[src/sv/assert_macros.svh]
// Assertion helpers shared by the RTL.
`ifndef ASSERT_MACROS_SVH
`define ASSERT_MACROS_SVH

// Check on every rising clock edge outside reset.
`define ASSERT_CLK(lbl, clk, rst_n, prop, msg) \
  lbl: assert property (@(posedge clk) disable iff (!rst_n) prop) else $error(msg);

// Check on every rising clock edge, reset included.
`define ASSERT_ALWAYS(lbl, clk, prop, msg) \
  lbl: assert property (@(posedge clk) prop) else $error(msg);

`endif

[src/sv/sdc_pkg.sv]
`timescale 1ns / 1ps

package sdc_pkg;

  localparam int unsigned DataW  = 64;
  localparam int unsigned CheckW = 8;
  localparam int unsigned SynW   = 7;

  localparam logic [SynW-1:0]   SynMask    = 7'h7F;
  localparam logic [CheckW-1:0] OverallBit = 8'h80;

  // Highest code position that exists in a 72-bit codeword.
  localparam logic [SynW-1:0] MaxPos = 7'd71;

  typedef enum logic {
    OpEncode = 1'b0,
    OpDecode = 1'b1
  } op_e;

  typedef enum logic [1:0] {
    StOk     = 2'd0,
    StCorr   = 2'd1,
    StUncorr = 2'd2
  } status_e;

  // Recomputed check bits and the parity of the data word.
  typedef struct packed {
    logic [SynW-1:0] check;
    logic            parity;
  } chk_t;

  // Code position of data bit d: count up, skipping powers of two.
  function automatic logic [SynW-1:0] data_pos(int unsigned d);
    int unsigned pos;
    pos = d + 1;
    for (int unsigned k = 0; k < SynW; k++) begin
      if (pos >= (1 << k)) begin
        pos++;
      end
    end
    return pos[SynW-1:0];
  endfunction

  // Data bits that feed check bit i.
  function automatic logic [DataW-1:0] check_mask(int unsigned i);
    logic [DataW-1:0] mask;
    logic [SynW-1:0]  pos;
    mask = '0;
    for (int unsigned d = 0; d < DataW; d++) begin
      pos = data_pos(d);
      mask[d] = pos[i];
    end
    return mask;
  endfunction

endpackage

[src/sv/sdc_checkgen.sv]
`timescale 1ns / 1ps

module sdc_checkgen (
  input  logic [sdc_pkg::DataW-1:0] data_i,
  output sdc_pkg::chk_t             chk_o
);
  import sdc_pkg::*;

  for (genvar i = 0; i < SynW; i++) begin : g_check
    assign chk_o.check[i] = ^(data_i & check_mask(i));
  end

  assign chk_o.parity = ^data_i;

endmodule

[src/sv/secded_72_64_codec.sv]
`timescale 1ns / 1ps
// Channel   Dir  tdata (low bit up)                tuser
// s_axis    in   data_in[63:0], check_in[71:64]    opcode
// m_axis    out  data_out[63:0], check_out[71:64]  status[1:0]
//
// Four register stages: capture, check-bit parity trees, syndrome and
// encode byte, correction into the output register. One transaction is
// taken every cycle unless a stall on m_axis has filled every stage.
// Each stage holds only while it is full and the stage after it holds, so
// a stall on m_axis loses nothing and the input keeps filling empty stages.
// Reset empties every stage; there is no stored state besides the pipeline.
`include "assert_macros.svh"

module secded_72_64_codec (
  input  logic        clk_i,
  input  logic        rst_ni,
  input  logic        s_axis_tvalid,
  output logic        s_axis_tready,
  input  logic [71:0] s_axis_tdata,   // data_in[63:0], check_in[71:64]
  input  logic        s_axis_tuser,   // opcode
  output logic        m_axis_tvalid,
  input  logic        m_axis_tready,
  output logic [71:0] m_axis_tdata,   // data_out[63:0], check_out[71:64]
  output logic [1:0]  m_axis_tuser    // status[1:0]
);
  import sdc_pkg::*;

  logic [3:0] vld_q, vld_d;
  logic [3:0] rdy;

  // Stage 0: captured transaction.
  op_e               op0_q;
  logic [DataW-1:0]  data0_q;
  logic [CheckW-1:0] chk0_q;

  // Stage 1: parity trees done.
  op_e               op1_q;
  logic [DataW-1:0]  data1_q;
  logic [CheckW-1:0] chk1_q;
  chk_t              cg1_q;
  chk_t              cg0;

  // Stage 2: syndrome and encode byte.
  op_e               op2_q;
  logic [DataW-1:0]  data2_q;
  logic [SynW-1:0]   syn2_q, syn2_d;
  logic              mism2_q, mism2_d;
  logic [CheckW-1:0] enc2_q, enc2_d;

  // Stage 3: output register.
  op_e               op3_q;
  logic [DataW-1:0]  data3_q, data3_d;
  logic [CheckW-1:0] chkout3_q, chkout3_d;
  status_e           status3_q, status3_d;

  logic [DataW-1:0]  fix;

  // Handshake: a stage advances when it is empty or its successor advances.
  always_comb begin
    rdy[3] = !vld_q[3] || m_axis_tready;
    rdy[2] = !vld_q[2] || rdy[3];
    rdy[1] = !vld_q[1] || rdy[2];
    rdy[0] = !vld_q[0] || rdy[1];
    vld_d  = vld_q;
    if (rdy[0]) vld_d[0] = s_axis_tvalid;
    if (rdy[1]) vld_d[1] = vld_q[0];
    if (rdy[2]) vld_d[2] = vld_q[1];
    if (rdy[3]) vld_d[3] = vld_q[2];
  end

  always_ff @(posedge clk_i or negedge rst_ni) begin
    if (!rst_ni) begin
      vld_q <= '0;
    end else begin
      vld_q <= vld_d;
    end
  end

  sdc_checkgen u_checkgen (
    .data_i (data0_q),
    .chk_o  (cg0)
  );

  // Syndrome, parity mismatch and the encoded check byte.
  always_comb begin
    syn2_d  = (cg1_q.check ^ chk1_q[SynW-1:0]) & SynMask;
    mism2_d = cg1_q.parity ^ (^(chk1_q[SynW-1:0] & SynMask)) ^ (|(chk1_q & OverallBit));
    enc2_d  = {cg1_q.parity ^ (^cg1_q.check), cg1_q.check};
  end

  for (genvar d = 0; d < DataW; d++) begin : g_fix
    assign fix[d] = (data_pos(d) == syn2_q);
  end

  // Encode: pass the check byte on. Decode: classify the syndrome and repair a single data-bit error.
  always_comb begin
    data3_d   = data2_q;
    chkout3_d = '0;
    status3_d = StOk;
    unique case (op2_q)
      OpEncode: begin
        chkout3_d = enc2_q;
      end
      OpDecode: begin
        if (!mism2_q) begin
          status3_d = (syn2_q == '0) ? StOk : StUncorr;
        end else if ((syn2_q & (syn2_q - 1'b1)) == '0) begin
          // overall bit or one check bit flipped
          status3_d = StCorr;
        end else if (syn2_q > MaxPos) begin
          status3_d = StUncorr;
        end else begin
          data3_d   = data2_q ^ fix;
          status3_d = StCorr;
        end
      end
      default: begin
        status3_d = StOk;
      end
    endcase
  end

  always_ff @(posedge clk_i) begin
    if (rdy[0]) begin
      op0_q   <= op_e'(s_axis_tuser);
      data0_q <= s_axis_tdata[DataW-1:0];
      chk0_q  <= s_axis_tdata[DataW+CheckW-1:DataW];
    end
    if (rdy[1]) begin
      op1_q   <= op0_q;
      data1_q <= data0_q;
      chk1_q  <= chk0_q;
      cg1_q   <= cg0;
    end
    if (rdy[2]) begin
      op2_q   <= op1_q;
      data2_q <= data1_q;
      syn2_q  <= syn2_d;
      mism2_q <= mism2_d;
      enc2_q  <= enc2_d;
    end
    if (rdy[3]) begin
      op3_q     <= op2_q;
      data3_q   <= data3_d;
      chkout3_q <= chkout3_d;
      status3_q <= status3_d;
    end
  end

  assign s_axis_tready = rdy[0];
  assign m_axis_tvalid = vld_q[3];
  assign m_axis_tdata  = {chkout3_q, data3_q};
  assign m_axis_tuser  = status3_q;

  `ASSERT_CLK(a_enc_status_ok, clk_i, rst_ni, (m_axis_tvalid && op3_q == OpEncode) |-> (m_axis_tuser == StOk), "encode result carries an error status")
  `ASSERT_CLK(a_dec_check_zero, clk_i, rst_ni, (m_axis_tvalid && op3_q == OpDecode) |-> (m_axis_tdata[DataW+CheckW-1:DataW] == '0), "decode result carries a check byte")
  `ASSERT_CLK(a_empty_ready, clk_i, rst_ni, (vld_q == '0) |-> s_axis_tready, "empty pipeline refuses input")
  `ASSERT_ALWAYS(a_reset_no_valid, clk_i, !rst_ni |-> !m_axis_tvalid, "output valid during reset")

endmodule
[config.mk]
export PLATFORM = sky130hd
export DESIGN_NAME = secded_72_64_codec
export DESIGN_NICKNAME = d
export VERILOG_FILES = /design/src/sv/sdc_pkg.sv /design/src/sv/sdc_checkgen.sv /design/src/sv/secded_72_64_codec.sv
export VERILOG_INCLUDE_DIRS = /design/src /design/src/sv
export SDC_FILE = /design/constraint.sdc
export NUM_CORES = 1
export LEC_CHECK = 0
export BUFFER_PORTS_ARGS = -buffer_cell sky130_fd_sc_hd__buf_4
export CAP_MARGIN = 0
export CORE_AREA = 2 2 204 206
export DETAILED_ROUTE_END_ITERATION = 6
export DIE_AREA = 0 0 206 208
export SETUP_SLACK_MARGIN = 0.2
export SKIP_CTS_REPAIR_TIMING = 1
export SLEW_MARGIN = 25
export SYNTH_ARGS = -nofsm -noshare
export SYNTH_HDL_FRONTEND = slang
export SYNTH_SLANG_ARGS = --single-unit
[constraint.sdc]
create_clock -name clk_i -period 6 [get_ports clk_i]
set_input_delay 0 -clock clk_i [delete_from_list [all_inputs] [get_ports clk_i]]
set_output_delay 0 -clock clk_i [all_outputs]
set_load 0.02 [all_outputs]
==> results.cfg, run 1 <==
[run_status]
outcome = finished, violations left
violations = negative hold slack

[cts]
h-tree-depth = 2
clockBufferDepth = 3
clock_latency_ps = 510
cts-root-buf = clkbuf_16
numCtsBuffers = 35
cts_sinks = 313
path_clk_slew_ps = 60
cts_tree = yes

[sta]
drv_slew = 0
fmax_mhz = 398
finClkSkew_ps = 22.5
fin_crit_sh_pct = 41.9
rsz0062_at_grt = false
finalHoldViolations = 1
holdWs_ps = -6.21
tns_ps = 0
final-setup-viol-count = 0
min_period_ps = 2510
slew_headroom_pct = 38.8
worst_pin_slew_ps = 918

[pwr]
totalPowerFinal_mw = 6.62
p_leak_nw = 5.81
power_density_nw_per_um2 = 422
peakVddDrop_mv = 0.195

[worst_setup_path]
cpLargestDelayFamily = XOR/XNOR gates
reg2reg_depth = 5
arrival_ps = 2760
critPathMaxFanout = 3
crit_cells = 5
crit_chain = xor2_1 > xnor3_1 > xnor3_1 > xnor2_1 > xnor3_1
max_stage_delay_ps = 540
crit_path_start = data0_q[63]
reg2reg_to = cg1_q[0]
cp_num_buf_inv = 0
cp_common_cell = xnor3_1
crit_type = flop to flop
crit_required_ps = 6250
critical_path.startpoint_type = flop
crit_slowest_cell = xnor3_1
rrSetupSlack_ps = 3490
worst_setup_path_end_kind = flop
rr_startpoint = data0_q[63]

[floorplanning]
die_area_um2 = 42800
die_y_um = 208
start_util_pct = 29.6
ioPinCount = 153
rows = 74
coreArea_um2 = 40600
die_w_um = 206

[finish]
fin_nets = 984
n_antenna_cell = 0
area_growth_pct = 30.6
final_util_pct = 38.7
drive_above_1_share_pct = 22.3
final_cell_area_um2 = 15700
mostFrequentLayoutCells = edfxtp_1 (309), buf_4 (154), xnor2_1 (110)
final_common_cell = edfxtp_1

[grt]
antenna_found_initial = 0
grt_usage_pct = 13.0
grt_pass1_wl_mm = 40.1
overflow = 0
grt_pass1_vias = 6173
grt_start_max_net_pins = 83

[synthesis]
ys_types = 30
synth_seq_area_share_pct = 78.1
synthTopCellsByArea = edfxtp_1 (77%), xnor2_1 (8.0%), xor2_1 (5.5%), xnor3_1 (2.6%), nor2_1 (1.6%)
synth-seq-cells = 313
synth_top_area_share_pct = 77.3
yosysTopAreaCell = edfxtp_1
yosysWarnings = 0
syn_area_um2 = 12000
syn_nets = 723
synthCells = 646
avgSynthCellArea_um2 = 18.6

[detailed_routing]
postRouteAntennaNets = 0
drt-initial-drc-count = 448
post-route-drc-count = 0
totalWireLength_mm = 28.2
routed_via_density = 4.18
drtPass1Iterations = 5
dr_total_vias = 6130
wl_per_cell_um = 19.3

[placement]
place_area_um2 = 13800
hpwlAfterDp_mm = 19.6
gp_congestion = 0.816
portBuffers = 152

[min_path]
min_from = m_axis_tready
min_to = vld_q[0]
hp-class = input port to flop
hold_depth = 4

[flow_run]
maxCapViolations = 0
[flip-flops by register name, summed over array words and instances, names as in the netlist, 2 cells and up]
name	cells
cg1_q	8
data1_q	64
vld_q	4
chk1_q	8
syn2_q	7
data0_q	64
enc2_q	8
data3_q	64
m_axis_tuser	2
data2_q	64
chk0_q	8
chkout3_q	8
[synthesized netlist by cell type (all sizes together)]
| master | count |
|---|---|
| or3b | 2 |
| nor3 | 3 |
| nand2b | 3 |
| xor2 | 77 |
| a31oi | 1 |
| nand2 | 26 |
| dfrtp | 4 |
| nand4 | 1 |
| xor3 | 1 |
| nor2b | 11 |
| edfxtp | 309 |
| or3 | 1 |
| nor4 | 1 |
| and3 | 1 |
| nor4b | 1 |
| nor2 | 50 |
| or2 | 1 |
| xnor2 | 113 |
| nor3b | 2 |
| nand3 | 6 |
| inv | 3 |
| o211a | 1 |
| and2 | 4 |
| and3b | 1 |
| xnor3 | 14 |
| nand3b | 1 |
| a21oi | 1 |
| clkbuf | 7 |
[final cells by class]
type                       count  area, µm²
tap                          532        666
clock inverter                12        121
timing repair buffer         231       1930
fill                        3757      24900
sequential                   313       9380
clock buffer                  51        957
multi-input combinational    323       2620
inverter                       3       11.3
[layer usage]
metal / track usage [%] / wire length [µm]
met5: 0 / 0
met2: 20.9 / 13600
met1: 17.0 / 12100
met4: 5.10 / 900
met3: 2.84 / 1610
[report_power, final]
group	internal [mW]	total (mW)	switching, mW
sequential	2.91	3.16	0.247
combinational	0.730	1.44	0.714
clock	1.20	2.02	0.824
total	4.84	6.62	1.78
[worst max-delay path by stage]
stage | slack (ps) | end
2_1_floorplan | 1900 | chk0_q[0]
4_1_cts | 3420 | s_axis_tready
3_3_place_gp | 3540 | cg1_q[0]
3_5_place_dp | 3500 | cg1_q[0]
6_report | 3490 | cg1_q[0]
5_1_grt | 3380 | cg1_q[0]
[worst register-to-register path, delay by kind of cell, from the launching register on]
family / cells / cell delay (ps)
xor+xnor: 5 / 1830
flops: 1 / 440
[per-stage QoR]
step	cells	setup WS (ps)	hold slack, ps
2_1_floorplan	646	1900	-296
3_3_place_gp	1326	3540	-203
3_5_place_dp	1326	3500	-200
4_1_cts	1389	3420	-740
5_1_grt	1465	3380	15.0
6_report	1465	3490	-6.21
[cells by family after synthesis]
| family | count (synthesis) | share of synthesized area, % |
|---|---|---|
| DFF | 313 | 78.1 |
| xor gates and xnor gates | 205 | 16.9 |
| and+or+nand+nor | 115 | 4.43 |
| buffers and inverters | 10 | 0.313 |
| AOI/OAI and AO/OA | 3 | 0.177 |
Power figures use the tool's default switching activity.
==> run 2, diff against run 1 <==
clock period = 2.1 ns   (was 6 ns; I/O delays follow)
==> results.cfg, run 2 (same netlist as run 1, synthesis figures left out) <==
[run_status]
outcome = finished, violations left
violations = negative setup slack

[min_path]
hp-class = input port to flop
min_from = s_axis_tdata[3]

[worst_setup_path]
arrival_ps = 2430
reg2reg_depth = 5
crit_path_start = data0_q[56]
max_stage_delay_ps = 460
reg2reg_to = cg1_q[0]
cpLargestDelayFamily = XOR/XNOR gates
critical_path.startpoint_type = flop
cp_num_buf_inv = 0
critPathMaxFanout = 2
crit_chain = xnor3_2 > xnor2_2 > xnor3_1 > xnor2_2 > xnor3_1
crit_type = flop to flop
crit_required_ps = 2340
rr_startpoint = data0_q[56]
endpoint = cg1_q[0]
worst_setup_path_end_kind = flop
crit_slowest_cell = xnor3_1
crit_cells = 5
rrSetupSlack_ps = -90

[finish]
final_common_cell = edfxtp_1
n_antenna_cell = 0
layout.cells.non_filler = 1539
area_growth_pct = 38.2
mostFrequentLayoutCells = edfxtp_1 (309), buf_4 (226), xnor2_1 (89)
drive_above_1_share_pct = 32.4
final_util_pct = 40.9
fin_nets = 1063

[sta]
slew_headroom_pct = 61.2
drv_slew = 0
holdWs_ps = 216
min_period_ps = 2190
worst_pin_slew_ps = 580
finalHoldViolations = 0
finClkSkew_ps = 10.1
final-setup-viol-count = 1
fmax_mhz = 456
fin_crit_sh_pct = 104
fin_ws_ps = -93.8
rsz0062_at_grt = true

[grt]
overflow = 0
grt_pass1_vias = 6152
antenna_found_initial = 0
grt_usage_pct = 12.8
grt_pass1_wl_mm = 39.7
grt_start_max_net_pins = 82

[floorplanning]
start_util_pct = 29.6
ioPinCount = 153
rows = 74
coreArea_um2 = 40600
die_area_um2 = 42800
die_w_um = 206
die_y_um = 208

[placement]
portBuffers = 152
gp_congestion = 0.809
placed_cells = 1394
hpwlAfterDp_mm = 20.3

[detailed_routing]
post-route-drc-count = 0
postRouteAntennaNets = 0
drt-initial-drc-count = 451
drtPass1Iterations = 4
wl_per_cell_um = 18.3
dr_total_vias = 6294
totalWireLength_mm = 28.2
routed_via_density = 4.09

[cts]
h-tree-depth = 2
cts_tree = yes
path_clk_slew_ps = 60
clockBufferDepth = 3
cts-root-buf = clkbuf_16
cts_sinks = 313
numCtsBuffers = 34
clock_latency_ps = 500

[pwr]
peakVddDrop_mv = 0.580
power_density_nw_per_um2 = 1170
p_leak_nw = 6.37
totalPowerFinal_mw = 19.5

[flow_run]
maxCapViolations = 0
run 2: cell count changes in the layout (fill, tap and decap cells not counted), sizes merged:
cell / change
buf: +79
bufinv: -1
clkbuf: -4
clkinv: +1
clkinvlp: -1
dlygate4sd3: +1
inv: -1
run 2: per-stage QoR:
| stage | setup TNS (ps) | setup slack, ps | instance area, µm² |
|---|---|---|---|
| floorplan | -326440 | -1840 | 12100 |
| global placement | -78.7 | -78.7 | 14500 |
| detailed placement | -179 | -117 | 14500 |
| CTS | -200 | -134 | 15500 |
| global route | -191 | -154 | 16600 |
| finish | -93.8 | -93.8 | 16600 |
run 2: layout make-up:
| cell class | instances | area (µm²) |
|---|---|---|
| Fill cell | 3702 | 24000 |
| Sequential cell | 313 | 9380 |
| Multi-Input combinational cell | 323 | 2870 |
| Timing Repair Buffer | 311 | 2620 |
| Clock buffer | 47 | 963 |
| Tap cell | 532 | 666 |
| Clock inverter | 10 | 76.3 |
| Inverter | 3 | 11.3 |
run 2: per-layer routing:
metal	GRT usage, %	vias to the layer above	routed length [µm]
met5	0	-	0
met4	3.47	0	544
met3	2.73	38	1550
met2	21.6	165	14100
met1	16.7	3095	12000
li1	-	2996	-
run 2: how the worst min path moves through the flow:
stage / to / depth (start not counted)
CTS: vld_q[2] / 1
floorplan: vld_q[0] / 0
detailed placement: vld_q[2] / 1
global placement: vld_q[0] / 1
global route: data0_q[3] / 2
finish: data0_q[3] / 2
run 2: report_power, final:
part | leakage, nW | internal, mW | switching, mW
sequential | 3.19 | 8.30 | 0.640
clock | 0.513 | 3.32 | 2.27
combinational | 2.67 | 2.65 | 2.28
total | 6.37 | 14.3 | 5.19
run 2: worst reg2reg max path, stage by stage, from the launching register on:
cell and delay, ps:
edfxtp_1 430, xnor3_2 430, xnor2_2 190, xnor3_1 460, xnor2_2 200, xnor3_1 230
==> run 3, diff against run 2 <==
CTS_CLUSTER_SIZE = 16   (was default)
clock period = 2.4 ns   (was 2.1 ns; I/O delays follow)
==> results.cfg, run 3 (same netlist as run 1, synthesis figures left out) <==
[placement]
hpwlAfterDp_mm = 20.3
placed_cells = 1349
portBuffers = 152
place_area_um2 = 14100
gp_congestion = 0.818
place_ws_ps = 44.1

[sta]
slew_headroom_pct = 58.3
finalHoldViolations = 0
rsz0062_at_grt = true
drv_slew = 0
finClkSkew_ps = 9.99
fin_ws_ps = 152
fmax_mhz = 445
min_period_ps = 2250
holdWs_ps = 213
worst_pin_slew_ps = 617
final-setup-viol-count = 0
fin_crit_sh_pct = 93.7

[cts]
cts-root-buf = clkbuf_16
clockBufferDepth = 3
h-tree-depth = 2
path_clk_slew_ps = 60
clock_latency_ps = 500
cts_sinks = 313
numCtsBuffers = 34
cts_tree = yes

[worst_setup_path]
cp_num_buf_inv = 0
arrival_ps = 2490
crit_required_ps = 2640
cpLargestDelayFamily = XOR/XNOR gates
critical_path.startpoint_type = flop
max_stage_delay_ps = 470
crit_type = flop to flop
critPathMaxFanout = 3
crit_chain = xnor2_2 > xnor3_1 > xor2_2 > xor2_2 > xnor3_1
crit_slowest_cell = xnor3_1
worst_setup_path_end_kind = flop

[finish]
drive_above_1_share_pct = 26.3
fin_nets = 1017
final_cell_area_um2 = 16000
mostFrequentLayoutCells = edfxtp_1 (309), buf_4 (181), xnor2_1 (102)
layout.cells.non_filler = 1493
final_common_cell = edfxtp_1
final_util_pct = 39.6
area_growth_pct = 33.7
n_antenna_cell = 0

[floorplanning]
die_y_um = 208
ioPinCount = 153
die_w_um = 206
coreArea_um2 = 40600
die_area_um2 = 42800
start_util_pct = 29.6
rows = 74

[detailed_routing]
dr_total_vias = 6192
postRouteAntennaNets = 0
drt-initial-drc-count = 406
totalWireLength_mm = 28.4
drtPass1Iterations = 5
post-route-drc-count = 0
routed_via_density = 4.15
wl_per_cell_um = 19.0

[pwr]
power_density_nw_per_um2 = 1040
p_leak_nw = 6.04
peakVddDrop_mv = 0.523

[grt]
antenna_found_initial = 0
grt_usage_pct = 12.9
grt_pass1_wl_mm = 40.0
grt_start_max_net_pins = 75
overflow = 0
grt_pass1_vias = 6228

[flow_run]
maxCapViolations = 0

[min_path]
hp-class = input port to flop

[run_status]
outcome = completed
-- run 3: cell count changes in the layout (fill, tap and decap cells not counted), moves of 2 or more --
cell,change
xnor2_1,+13
or3b_4,-2
clkbuf_1,-4
clkinv_2,-3
buf_4,-45
xor2_1,+3
nor2_2,-2
xnor2_2,-12
clkinv_1,+7
xor2_2,-2
nor2_1,+2
or3b_2,+2
-- run 3: per-stage QoR --
step | power (mW) | TNS, ps
detailed placement | 11.7 | 0
global route | 17.4 | 0
global placement | 11.7 | 0
CTS | 16.6 | 0
finish | 16.7 | 0
floorplan | 10.3 | -232540
-- run 3: worst paths after layout --
path	startpoint	endpoint	slack, ps	cells past startpoint
setup reg to reg	data0_q[55]	cg1_q[0]	150	5
hold / removal	s_axis_tdata[22]	data0_q[22]	210	2
setup / recovery	data0_q[55]	cg1_q[0]	150	5
hold reg to reg	chk0_q[6]	chk1_q[6]	410	0
max in group asynchronous	rst_ni	vld_q[3]	1840	3
min in group asynchronous	rst_ni	vld_q[0]	390	3
-- run 3: power breakdown --
| group | switching [mW] | internal [mW] |
|---|---|---|
| registers | 0.592 | 7.27 |
| logic | 1.88 | 2.04 |
| clock network | 2.00 | 2.88 |
| total | 4.47 | 12.2 |
-- run 3: routing by layer --
metal,track usage (%),up-vias,share of wire [%]
met5,0,-,0
met4,3.92,0,2.1
met3,2.99,37,5.1
met2,21.3,186,49
met1,16.9,3065,44
li1,-,2904,-
-- run 3: layout make-up --
cell class	instances	area, µm²
Multi-Input combinational cell	323	2700
Timing Repair Buffer	265	2260
Clock inverter	14	86.3
Inverter	3	11.3
Clock buffer	43	948
Tap cell	532	666
Fill cell	3769	24500
Sequential cell	313	9380
